## src/sbl_pkg.sv

```systemverilog
`default_nettype none

package sbl_pkg;

  localparam int COORD_BITS = 12;
  localparam int STAT_BITS  = 15;
  localparam int TRK_BITS   = (COORD_BITS + 2 > STAT_BITS) ? COORD_BITS + 2 : STAT_BITS;
  localparam int PIX_BITS   = 8;

  localparam logic [PIX_BITS-1:0]   PIX_TRANSPARENT = PIX_BITS'(255);
  localparam logic [COORD_BITS-1:0] SCREEN_RESET    = COORD_BITS'(200);
  localparam logic [TRK_BITS-1:0]   TRK_LO_INIT     = TRK_BITS'(10000);
  localparam logic [TRK_BITS-1:0]   TRK_HI_INIT     = TRK_BITS'(-10000);

  localparam int IN_RAW_BITS  = 2 * (COORD_BITS + 1) + 4 * COORD_BITS + 1 + PIX_BITS;
  localparam int IN_BITS      = ((IN_RAW_BITS + 7) / 8) * 8;
  localparam int IN_PAD_BITS  = IN_BITS - IN_RAW_BITS;
  localparam int OUT_RAW_BITS = 1 + 2 * COORD_BITS + PIX_BITS + 4 * STAT_BITS;
  localparam int OUT_BITS     = ((OUT_RAW_BITS + 7) / 8) * 8;
  localparam int OUT_PAD_BITS = OUT_BITS - OUT_RAW_BITS;

  localparam int APB_ADDR_BITS = 3;
  localparam int APB_DATA_BITS = 32;

  localparam logic REG_SCREEN_COLS = 1'b0;
  localparam logic REG_SCREEN_ROWS = 1'b1;

  typedef struct packed {
    logic [IN_PAD_BITS-1:0] pad;
    logic [PIX_BITS-1:0]    pixel;
    logic [COORD_BITS-1:0]  src_row;
    logic [COORD_BITS-1:0]  src_col;
    logic                   mirrored;
    logic [COORD_BITS-1:0]  sprite_rows;
    logic [COORD_BITS-1:0]  sprite_cols;
    logic [COORD_BITS:0]    place_y;
    logic [COORD_BITS:0]    place_x;
  } sbl_in_t;

  typedef struct packed {
    logic [OUT_PAD_BITS-1:0]     pad;
    logic signed [STAT_BITS-1:0] highest_col_seen;
    logic signed [STAT_BITS-1:0] lowest_col_seen;
    logic signed [STAT_BITS-1:0] highest_row_seen;
    logic signed [STAT_BITS-1:0] lowest_row_seen;
    logic [PIX_BITS-1:0]         color;
    logic [COORD_BITS-1:0]       dest_row;
    logic [COORD_BITS-1:0]       dest_col;
    logic                        write_enable;
  } sbl_out_t;

  typedef struct packed {
    logic [COORD_BITS-1:0] screen_cols;
    logic [COORD_BITS-1:0] screen_rows;
  } sbl_cfg_t;

  typedef struct packed {
    logic                  write_enable;
    logic [COORD_BITS-1:0] dest_col;
    logic [COORD_BITS-1:0] dest_row;
    logic [PIX_BITS-1:0]   color;
    logic                  trk_en;
    logic [COORD_BITS-1:0] trk_row;
    logic [COORD_BITS-1:0] trk_col;
  } sbl_res_t;

endpackage

`default_nettype wire

```

## src/sbl_cfg.sv

```systemverilog
`default_nettype none

module sbl_cfg
  import sbl_pkg::*;
(
  input  wire logic                     clk_i,
  input  wire logic                     rst_ni,
  input  wire logic                     psel,
  input  wire logic                     penable,
  input  wire logic                     pwrite,
  input  wire logic [APB_ADDR_BITS-1:0] paddr,
  input  wire logic [APB_DATA_BITS-1:0] pwdata,
  output logic      [APB_DATA_BITS-1:0] prdata,
  output logic                          pready,
  output sbl_cfg_t                      cfg_o
);

  logic [COORD_BITS-1:0] cols_q, cols_d;
  logic [COORD_BITS-1:0] rows_q, rows_d;
  logic                  wr_en;

  assign pready = 1'b1;
  assign wr_en  = psel && penable && pwrite && pready;

  always_comb begin
    cols_d = cols_q;
    rows_d = rows_q;
    if (wr_en) begin
      case (paddr[2])
        REG_SCREEN_COLS: cols_d = pwdata[COORD_BITS-1:0];
        REG_SCREEN_ROWS: rows_d = pwdata[COORD_BITS-1:0];
        default: ;
      endcase
    end
  end

  always_comb begin
    case (paddr[2])
      REG_SCREEN_COLS: prdata = APB_DATA_BITS'(cols_q);
      REG_SCREEN_ROWS: prdata = APB_DATA_BITS'(rows_q);
      default:         prdata = '0;
    endcase
  end

  always_ff @(posedge clk_i or negedge rst_ni) begin
    if (!rst_ni) begin
      cols_q <= SCREEN_RESET;
      rows_q <= SCREEN_RESET;
    end else begin
      cols_q <= cols_d;
      rows_q <= rows_d;
    end
  end

  assign cfg_o.screen_cols = cols_q;
  assign cfg_o.screen_rows = rows_q;

endmodule

`default_nettype wire

```

## src/sbl_clip.sv

```systemverilog
`default_nettype none

module sbl_clip
  import sbl_pkg::*;
(
  input  sbl_in_t  item_i,
  input  sbl_cfg_t cfg_i,
  output sbl_res_t res_o
);

  localparam int CW = COORD_BITS;

  logic [CW+1:0] rx, rx_c, ry, ry_c;
  logic [CW-1:0] dx, dy;
  logic [CW:0]   sx, sy;
  logic [CW+2:0] w_full, h_full;
  logic [CW-1:0] w, h, w_m1;
  logic          row_vis, col_vis, trk_en, wen;
  logic [CW:0]   drow_full, i_full;
  logic [CW-1:0] drow, i_col, rstart, ocol;

  always_comb begin
    rx = {item_i.place_x[CW], item_i.place_x} + {2'b00, item_i.sprite_cols};
    ry = {item_i.place_y[CW], item_i.place_y} + {2'b00, item_i.sprite_rows};
    rx_c = ($signed(rx) > $signed({2'b00, cfg_i.screen_cols})) ?
           {2'b00, cfg_i.screen_cols} : rx;
    ry_c = ($signed(ry) > $signed({2'b00, cfg_i.screen_rows})) ?
           {2'b00, cfg_i.screen_rows} : ry;

    dx = item_i.place_x[CW] ? '0 : item_i.place_x[CW-1:0];
    dy = item_i.place_y[CW] ? '0 : item_i.place_y[CW-1:0];
    sx = item_i.place_x[CW] ? (~item_i.place_x + 1'b1) : '0;
    sy = item_i.place_y[CW] ? (~item_i.place_y + 1'b1) : '0;

    w_full = {rx_c[CW+1], rx_c} - {3'b000, dx};
    h_full = {ry_c[CW+1], ry_c} - {3'b000, dy};
    w      = w_full[CW+2] ? '0 : w_full[CW-1:0];
    h      = h_full[CW+2] ? '0 : h_full[CW-1:0];
    w_m1   = w - 1'b1;

    row_vis = ({1'b0, item_i.src_row} >= sy) &&
              ({2'b00, item_i.src_row} < ({1'b0, sy} + {2'b00, h}));
    col_vis = ({1'b0, item_i.src_col} >= sx) &&
              ({2'b00, item_i.src_col} < ({1'b0, sx} + {2'b00, w}));

    trk_en = (w != '0) && row_vis;
    wen    = trk_en && col_vis && (item_i.pixel != PIX_TRANSPARENT);

    drow_full = {1'b0, dy} + {1'b0, item_i.src_row} - sy;
    drow      = drow_full[CW-1:0];
    i_full    = {1'b0, item_i.src_col} - sx;
    i_col     = i_full[CW-1:0];
    rstart    = dx + (item_i.mirrored ? w_m1 : '0);
    ocol      = item_i.mirrored ? (dx + w_m1 - i_col) : (dx + i_col);

    res_o.write_enable = wen;
    res_o.dest_col     = wen ? ocol : '0;
    res_o.dest_row     = wen ? drow : '0;
    res_o.color        = wen ? item_i.pixel : '0;
    res_o.trk_en       = trk_en;
    res_o.trk_row      = drow;
    res_o.trk_col      = rstart;
  end

endmodule

`default_nettype wire

```

## src/clipped_transparent_sprite_blit_unit.sv

```systemverilog
// An input transfer is registered in the input register; the clip and address
// math sits between it and the result register on the master side. Throughput:
// one pixel per cycle while results are taken; when one stalls, the input
// register still takes one transfer and then holds until the result moves on.
// Reset (rst_ni, async, active low): pipeline empty, screen size 200 x 200,
// row/column trackers at +10000 (lowest) and -10000 (highest).
`default_nettype none

module clipped_transparent_sprite_blit_unit
  import sbl_pkg::*;
(
  input  wire logic                     clk_i,
  input  wire logic                     rst_ni,
  input  wire logic                     s_tvalid_i,
  output logic                          s_tready_o,
  // place_x, place_y, sprite_cols, sprite_rows, mirrored, src_col, src_row, pixel
  input  wire logic [IN_BITS-1:0]       s_tdata_i,
  output logic                          m_tvalid_o,
  input  wire logic                     m_tready_i,
  // write_enable, dest_col, dest_row, color, lowest_row_seen, highest_row_seen,
  // lowest_col_seen, highest_col_seen
  output logic      [OUT_BITS-1:0]      m_tdata_o,
  input  wire logic                     psel,
  input  wire logic                     penable,
  input  wire logic                     pwrite,
  input  wire logic [APB_ADDR_BITS-1:0] paddr,
  input  wire logic [APB_DATA_BITS-1:0] pwdata,
  output logic      [APB_DATA_BITS-1:0] prdata,
  output logic                          pready
);

  sbl_cfg_t cfg;
  sbl_res_t res;
  sbl_in_t  in_q;
  logic     in_vld_q, in_vld_d;
  logic     out_vld_q, out_vld_d;
  logic     advance, in_take, out_load;
  logic                  we_q;
  logic [COORD_BITS-1:0] col_q, row_q;
  logic [PIX_BITS-1:0]   color_q;
  logic [TRK_BITS-1:0]   min_row_q, min_row_d, max_row_q, max_row_d;
  logic [TRK_BITS-1:0]   min_col_q, min_col_d, max_col_q, max_col_d;
  logic [TRK_BITS-1:0]   trk_row, trk_col;
  sbl_out_t              out_w;

  sbl_cfg u_cfg (
    .clk_i   (clk_i),
    .rst_ni  (rst_ni),
    .psel    (psel),
    .penable (penable),
    .pwrite  (pwrite),
    .paddr   (paddr),
    .pwdata  (pwdata),
    .prdata  (prdata),
    .pready  (pready),
    .cfg_o   (cfg)
  );

  sbl_clip u_clip (
    .item_i (in_q),
    .cfg_i  (cfg),
    .res_o  (res)
  );

  assign advance    = !out_vld_q || m_tready_i;
  assign s_tready_o = !in_vld_q || advance;
  assign in_take    = s_tvalid_i && s_tready_o;
  assign out_load   = advance && in_vld_q;

  assign in_vld_d  = in_take ? 1'b1 : (advance ? 1'b0 : in_vld_q);
  assign out_vld_d = advance ? in_vld_q : out_vld_q;

  assign trk_row = TRK_BITS'(res.trk_row);
  assign trk_col = TRK_BITS'(res.trk_col);

  always_comb begin
    min_row_d = min_row_q;
    max_row_d = max_row_q;
    min_col_d = min_col_q;
    max_col_d = max_col_q;
    if (out_load && res.trk_en) begin
      if ($signed(trk_row) < $signed(min_row_q)) min_row_d = trk_row;
      if ($signed(trk_row) > $signed(max_row_q)) max_row_d = trk_row;
      if ($signed(trk_col) < $signed(min_col_q)) min_col_d = trk_col;
      if ($signed(trk_col) > $signed(max_col_q)) max_col_d = trk_col;
    end
  end

  always_ff @(posedge clk_i or negedge rst_ni) begin
    if (!rst_ni) begin
      in_vld_q  <= 1'b0;
      out_vld_q <= 1'b0;
      min_row_q <= TRK_LO_INIT;
      max_row_q <= TRK_HI_INIT;
      min_col_q <= TRK_LO_INIT;
      max_col_q <= TRK_HI_INIT;
    end else begin
      in_vld_q  <= in_vld_d;
      out_vld_q <= out_vld_d;
      min_row_q <= min_row_d;
      max_row_q <= max_row_d;
      min_col_q <= min_col_d;
      max_col_q <= max_col_d;
    end
  end

  always_ff @(posedge clk_i) begin
    if (in_take) begin
      in_q <= sbl_in_t'(s_tdata_i);
    end
    if (out_load) begin
      we_q    <= res.write_enable;
      col_q   <= res.dest_col;
      row_q   <= res.dest_row;
      color_q <= res.color;
    end
  end

  always_comb begin
    out_w.pad              = '0;
    out_w.write_enable     = we_q;
    out_w.dest_col         = col_q;
    out_w.dest_row         = row_q;
    out_w.color            = color_q;
    out_w.lowest_row_seen  = min_row_q[STAT_BITS-1:0];
    out_w.highest_row_seen = max_row_q[STAT_BITS-1:0];
    out_w.lowest_col_seen  = min_col_q[STAT_BITS-1:0];
    out_w.highest_col_seen = max_col_q[STAT_BITS-1:0];
  end

  assign m_tvalid_o = out_vld_q;
  assign m_tdata_o  = out_w;

endmodule

`default_nettype wire

```

## config.mk

```make
export PLATFORM = sky130hd
export DESIGN_NAME = clipped_transparent_sprite_blit_unit
export DESIGN_NICKNAME = d
export VERILOG_FILES = /design/src/sbl_pkg.sv /design/src/sbl_cfg.sv /design/src/sbl_clip.sv /design/src/clipped_transparent_sprite_blit_unit.sv
export SDC_FILE = /design/constraint.sdc
export NUM_CORES = 1
export LEC_CHECK = 0
export BUFFER_PORTS_ARGS = -buffer_cell sky130_fd_sc_hd__buf_2
export CAP_MARGIN = 0
export CORE_MARGIN = 8
export CORE_UTILIZATION = 45
export DETAILED_ROUTE_END_ITERATION = 16
export PLACE_DENSITY = 0.65
export SLEW_MARGIN = 20
export SYNTH_ARGS = -nofsm -noshare
export SYNTH_HDL_FRONTEND = slang
export SYNTH_SLANG_ARGS = --single-unit
export TNS_END_PERCENT = 50
```

## constraint.sdc

```tcl
create_clock -name clk_i -period 22.7 [get_ports clk_i]
set_clock_uncertainty 0.15 [all_clocks]
set_input_delay 4.54 -clock clk_i [delete_from_list [all_inputs] [get_ports clk_i]]
set_output_delay 4.54 -clock clk_i [all_outputs]
set_load 0.02 [all_outputs]
```

== After elaboration in Yosys (flattened, before gate mapping) ==
Index checks and enable logic that the tools add are counted.

* Register bits: 196
* Input bits: 130
* Output and inout port bits: 131
* Word-level logic and storage cells: 85

* Add/sub/neg operators: 16
* Order comparisons: 10
* Equality and inequality tests: 1
* Muxes and demuxes: 13
* Bitwise operators: 3
* Reduce and logical (&&, ||, !) cells: 22

{| class="wikitable"
|+ Operator list
! operator !! number
|-
| $mux W12 || 6
|-
| $pmux W32 S2 || 1
|-
| $lt A12 B14 Y1 || 4
|-
| $add A12 B12 Y12 || 4
|-
| $sub A12 B12 Y12 || 3
|-
| $gt A13 B15 Y1 || 2
|-
| $sub A14 B13 Y15 || 2
|-
| $add A13 B12 Y14 || 2
|-
| $add A13 B13 Y14 || 2
|-
| $gt A14 B13 Y1 || 2
|-
| $mux W14 || 2
|-
| $add A13 B1 Y13 const B || 2
|-
| $ge A12 B13 Y1 || 2
|-
| $mux W13 || 2
|-
| $not A13 Y13 || 2
|-
| $reduce_and A2 Y1 || 6
|-
| $reduce_bool A12 Y1 || 1
|-
| $sub A12 B1 Y12 const B || 1
|-
| $logic_and A1 B1 Y1 || 10
|-
| $ne A8 B8 Y1 const B || 1
|-
| $logic_not A1 Y1 || 2
|-
| $logic_or A1 B1 Y1 || 2
|-
| $mux W1 || 2
|-
| $reduce_bool A2 Y1 || 1
|-
| $not A1 Y1 || 1
|}

== Longest topological paths before layout ==
* Word-level depth: 11
* Mapped depth: 51
* Depth with buffers taken out: 47

== Cells and area by module ==
A second synthesis with hierarchy kept.

* Cell total of the unflattened synthesis: 1896
* Area total of the unflattened synthesis: 18083.6 sq um

{| class="wikitable"
|+ Modules (own cells, without submodules)
! module !! times used !! cells each !! area each (sq um) !! sequential area each (sq um)
|-
| sbl_clip || 1 || 1249 || 9036.2 || 0.0
|-
| clipped_transparent_sprite_blit_unit || 1 || 559 || 7767.4 || 5012.3
|-
| sbl_cfg || 1 || 88 || 1280.0 || 608.1
|}

== Least setup slack after synthesis ==
Ideal clock, no wire load.

* Path type: register to register
* Start point: register in_q[14] in the netlist's numbering
* End point: register max_row_q[10]
* Setup time: 125 ps
* Data arrival time: 9929 ps
* Required time: 22425 ps
* Path slack: 12496 ps
* Stages on the path, launching flop included: 48
* Buffers on the path: 3
* Period minus slack after synthesis: 10204 ps
* Cell sequence: edfxtp_1 -> ha_1 -> a21o_1 -> a21oi_1 -> nor2b_1 -> o21a_1 -> o41a_1 -> a2111oi_0 -> nor2_1 -> xor2_1 -> ha_1 -> nand4_1 -> o32ai_1 -> nor2_1 -> o21a_1 -> buf_1 -> mux2_2 -> ha_1 -> [... 12 more ...] -> a21oi_1 -> o21bai_1 -> a21oi_1 -> nor2b_1 -> o21a_1 -> o31a_1 -> nor2_1 -> xor2_1 -> ha_1 -> a211o_1 -> a211oi_1 -> a21o_1 -> a221oi_1 -> a211oi_1 -> o211ai_1 -> nor3_1 -> buf_2 -> mux2_2

* Longest elaborated chain between the ends: 11
* Elaborated cells on any way between the ends: 19
* Classes of those cells: add/sub (6); order compare (4); mux (4); bitwise (1); reduce/logical (4)

{| class="wikitable"
|+ RTL lines
! element !! RTL line !! source
|-
| from (decl) || clipped_transparent_sprite_blit_unit.sv:34 || <nowiki>sbl_in_t in_q;</nowiki>
|-
| from (signal assigned) || clipped_transparent_sprite_blit_unit.sv:109 || <nowiki>in_q <= sbl_in_t'(s_tdata_i);</nowiki>
|-
| $add A13 B13 Y14 || sbl_clip.sv:24 || <nowiki>ry = {item_i.place_y[CW], item_i.place_y} + {2'b00, item_i.sprite_rows};</nowiki>
|-
| $gt A14 B13 Y1 || sbl_clip.sv:27 || <nowiki>ry_c = ($signed(ry) > $signed({2'b00, cfg_i.screen_rows})) ?</nowiki>
|-
| $mux W14 || sbl_clip.sv:27 ||
|-
| $sub A14 B13 Y15 || sbl_clip.sv:36 || <nowiki>h_full = {ry_c[CW+1], ry_c} - {3'b000, dy};</nowiki>
|-
| $mux W12 || sbl_clip.sv:38 || <nowiki>h = h_full[CW+2] ? '0 : h_full[CW-1:0];</nowiki>
|-
| $add A13 B12 Y14 || sbl_clip.sv:42 || <nowiki>({2'b00, item_i.src_row} < ({1'b0, sy} + {2'b00, h}));</nowiki>
|-
| $lt A12 B14 Y1 || sbl_clip.sv:42 ||
|-
| $logic_and A1 B1 Y1 || sbl_clip.sv:41 || <nowiki>row_vis = ({1'b0, item_i.src_row} >= sy) &&</nowiki>
|-
| $logic_and A1 B1 Y1 || sbl_clip.sv:46 || <nowiki>trk_en = (w != '0) && row_vis;</nowiki>
|-
| $logic_and A1 B1 Y1 || clipped_transparent_sprite_blit_unit.sv:81 || <nowiki>if (out_load && res.trk_en) begin</nowiki>
|-
| $reduce_and A2 Y1 (no line) || n/a ||
|-
| to (signal assigned) || clipped_transparent_sprite_blit_unit.sv:101 || <nowiki>max_row_q <= max_row_d;</nowiki>
|-
| to (decl) || clipped_transparent_sprite_blit_unit.sv:41 || <nowiki>logic [TRK_BITS-1:0] min_row_q, min_row_d, max_row_q, max_row_d;</nowiki>
|}

Several ways; a longest one is shown, not always the timed one.
A chain may end at the register's enable or synchronous reset.

== Worst setup path after layout ==
Ends and elaborated chain as after synthesis.

==> key figures <==
Detailed routing
  • DR iter-0 viols: 813
  • DRC viols: 0
  • 1st-pass router iterations: 5
  • Per-cell routed wire length: 17.72 um
  • Vias per cell: 5.511
  • Via count: 14,270
  • DRT Wirelength: 45,870 um
  • Post-DRT Antenna Nets: 0

GRT
  • Total GRT Usage: 19.95%
  • Grt ovf: 0
  • Initial antenna violation count: 0
  • Largest net degree at the start of global routing: 84
  • Vias in the first global route: 13,890
  • First-pass GRT wire length: 72,090 um

Critical path
  • Worst path slowest cell: nor3_1
  • CP peak stage delay: 0.86 ns
  • CP required: 22.89 ns
  • CP arrival: 12.76 ns
  • Largest fanout on the critical path: 13
  • R2R setup slack: 10.13 ns
  • CP Launch Type: flop
  • Crit. End Element: flop
  • Setup Crit Path Kind: flop to flop

Synthesis
  • Post-synthesis simple-gate area fraction: 14.01%
  • Netlist Area Pre-Place: 17,540 sq um
  • Largest family of logic cells by synthesized area: adder cells
  • Register area share after synthesis: 31.19%
  • FF+latch count, synth: 194
  • Synth Area in Adders: 20.04%
  • Compound-Gate Fraction of Synth Area: 16.02%
  • Top_reg_cell synth: edfxtp_1
  • Number of flops mapped to enable cells by yosys: 116
  • Synth Area in XOR/XNOR: 5.893%
  • Syn Area/Cell: 9.378 sq um
  • Mux contribution to synthesized area: 5.743%
  • Synthesized netlist cell count: 1,870
  • Async set-or-reset flop fraction in the synthesized netlist: 40.21%
  • Netlist cell types: 78
  • Yosys warnings: 0

CTS
  • Clock Latency Late Sink: 0.46 ns
  • # clock sinks: 194
  • Post-CTS sizing: 0
  • H-tree Lvls: 4
  • CTS tree: done
  • TritonCTS Buffers: 17
  • Hold_buf cts: 0
  • Clk buf depth: 2
  • Reg clk slew, reported paths: 0.08 ns
  • Setup Fix Bufs, Post-CTS: 0
  • Root buf cell: clkbuf_16

Final layout
  • Nets: 2,450
  • Most common cell after layout, fill and taps aside: ha_1
  • ANT cells: 0
  • Layout cells sized above 1: 18.30%
  • Area added between synthesis and finish: 11.79%
  • Most frequent cells in the layout: ha_1, inv_1, buf_2

Placement
  • # port buffers: 203
  • Gpl congestion: 0.9368
  • Hpwl dp: 37,610 um

Floorplan
  • Num rows: 72
  • IO Count: 261
  • Die Wd: 213.4 um
  • Die height: 213.4 um
  • Core box area: 38,560 sq um
  • Starting Density: 45.48%
  • Die footprint: 45,540 sq um

Worst hold path
  • Min-delay worst type: flop to flop

STA
  • Final setup viols: 0
  • Final hold violations: 0
  • Slew @ Worst Pin: 1.224 ns
  • Final Cycle Share: 55.37%
  • Minimum clock period: 12.57 ns
  • Unrepaired setup endpoints after global routing: no
  • Max Freq: 79.56 MHz
  • Hold Worst Slack: 0.3544 ns
  • Slew HR: 16.27%
  • Slew Viols, Final: 0
  • TNS Setup: 0 ns

Pwr
  • VDD IR max: 59.49 uV
  • Psw: 1.172 mW
  • Combinational share of power: 66.0%
  • Sequential power share: 21.2%
  • Pleak: 9.029 nW
  • Power Density: 126.6 nW/um^2
  • Clock network power share: 12.8%
  • P_int: 1.310 mW
  • Switching Fraction: 47.23%

Outcome
  • Status: completed

Flow run
  • Max Cap Viol: 0
-- cell type report --
class / instances / area, sq um
timing repair buffer: 212 / 1102
tap: 518 / 648.1
clock inverter: 14 / 187.7
inverter: 215 / 812.0
clock buffer: 18 / 439.2
multi-input combinational: 1418 / 10940
fill: 3580 / 18950
sequential: 194 / 5470
-- sequential cells by signal (all words and copies together), names as in the netlist --
register and count:
in_q 83, max_col_q 13, max_row_q 13, min_col_q 13, min_row_q 13, col_q 12
row_q 12, u_cfg.cols_q 12, u_cfg.rows_q 12, color_q 8, in_vld_q 1, m_tvalid_o 1
we_q 1
-- power by group through the flow --
stage	clock network (mW)	registers [mW]	logic [mW]
final	0.318	0.526	1.64
after global routing	0.340	0.537	1.83
after CTS	0.329	0.527	1.63
after detailed placement	0	0.535	1.61
after global placement	0	0.532	1.56
after floorplan	0	0.575	1.18
-- cell usage after synthesis, drive strengths merged, types with 7 or more instances --
library cell / n / share of area (%)
a2111oi: 9 / 0.45
a211oi: 16 / 0.71
a21boi: 7 / 0.30
a21o: 45 / 1.9
a21oi: 116 / 3.3
a221oi: 8 / 0.40
a31oi: 13 / 0.46
and2: 26 / 0.93
and3: 11 / 0.39
buf: 46 / 1.9
clkbuf: 25 / 0.54
dfrtp: 50 / 7.1
dfstp: 28 / 4.2
edfxtp: 116 / 20
fa: 30 / 3.4
ha: 232 / 17
inv: 214 / 4.6
mux2: 85 / 5.5
nand2: 104 / 2.2
nand2b: 42 / 1.5
nand3: 30 / 0.86
nand4: 18 / 0.64
nor2: 115 / 2.5
nor2b: 27 / 0.96
nor3: 59 / 1.7
nor3b: 11 / 0.47
nor4: 7 / 0.25
o211ai: 14 / 0.60
o21a: 28 / 1.2
o21ai: 75 / 2.1
o21bai: 18 / 0.77
o221ai: 8 / 0.40
o22ai: 17 / 0.61
o31ai: 7 / 0.30
or3: 16 / 0.57
xnor2: 91 / 4.5
xor2: 27 / 1.3
-- logic make-up (layout without fill, tap and decap cells) --
group | after synthesis | after routing
buf+inv | 286 | 459
simple gates | 489 | 489
xor+xnor | 118 | 118
other cells | 2 | 30
fa+ha+maj | 263 | 263
mux | 90 | 90
flops | 194 | 194
compound gates | 428 | 428
-- path summary, 6_finish.rpt --
check / startpoint / depth (start not counted) / to
worst max-delay path: in_q[14] / 47 / max_row_q[10]
worst min-delay path: in_vld_q / 1 / m_tvalid_o
worst max register to register: in_q[14] / 47 / max_row_q[10]
worst min register to register: in_vld_q / 1 / m_tvalid_o
max in group asynchronous: rst_ni / 1 / u_cfg.rows_q[5]
min in group asynchronous: rst_ni / 1 / min_row_q[7]
-- per-stage QoR --
stage	setup slack [ns]	cells	power [mW]	util [%]	instance area, sq um
2_1_floorplan	12.50	1898	1.755	-	17640
3_3_place_gp	10.44	2556	2.096	49.14	18950
3_5_place_dp	10.20	2556	2.147	49.14	18950
4_1_cts	10.12	2588	2.482	50.77	19570
5_1_grt	9.180	2589	2.711	50.84	19600
6_report	10.13	2589	2.482	50.84	19600
-- routing by layer --
metal / up-vias / part of all wire, % / track usage [%]
li1: 7024 / - / -
met4: 0 / 1.9 / 5.318
met3: 50 / 5.7 / 3.113
met2: 401 / 44 / 32.34
met1: 6793 / 48 / 27.52
met5: - / 0 / 0
-- worst max-delay path, delay by kind of cell (launching register included) --
kind,cells,cell delay (ns)
AOI/OAI and AO/OA,26,6.65
buffers and inverters,2,0.50
adders and majority gates,6,1.85
muxes,2,0.56
DFF,1,0.59
xor gates and xnor gates,2,0.34
and+or+nand+nor,9,1.79
Power figures use the tool's default switching activity.
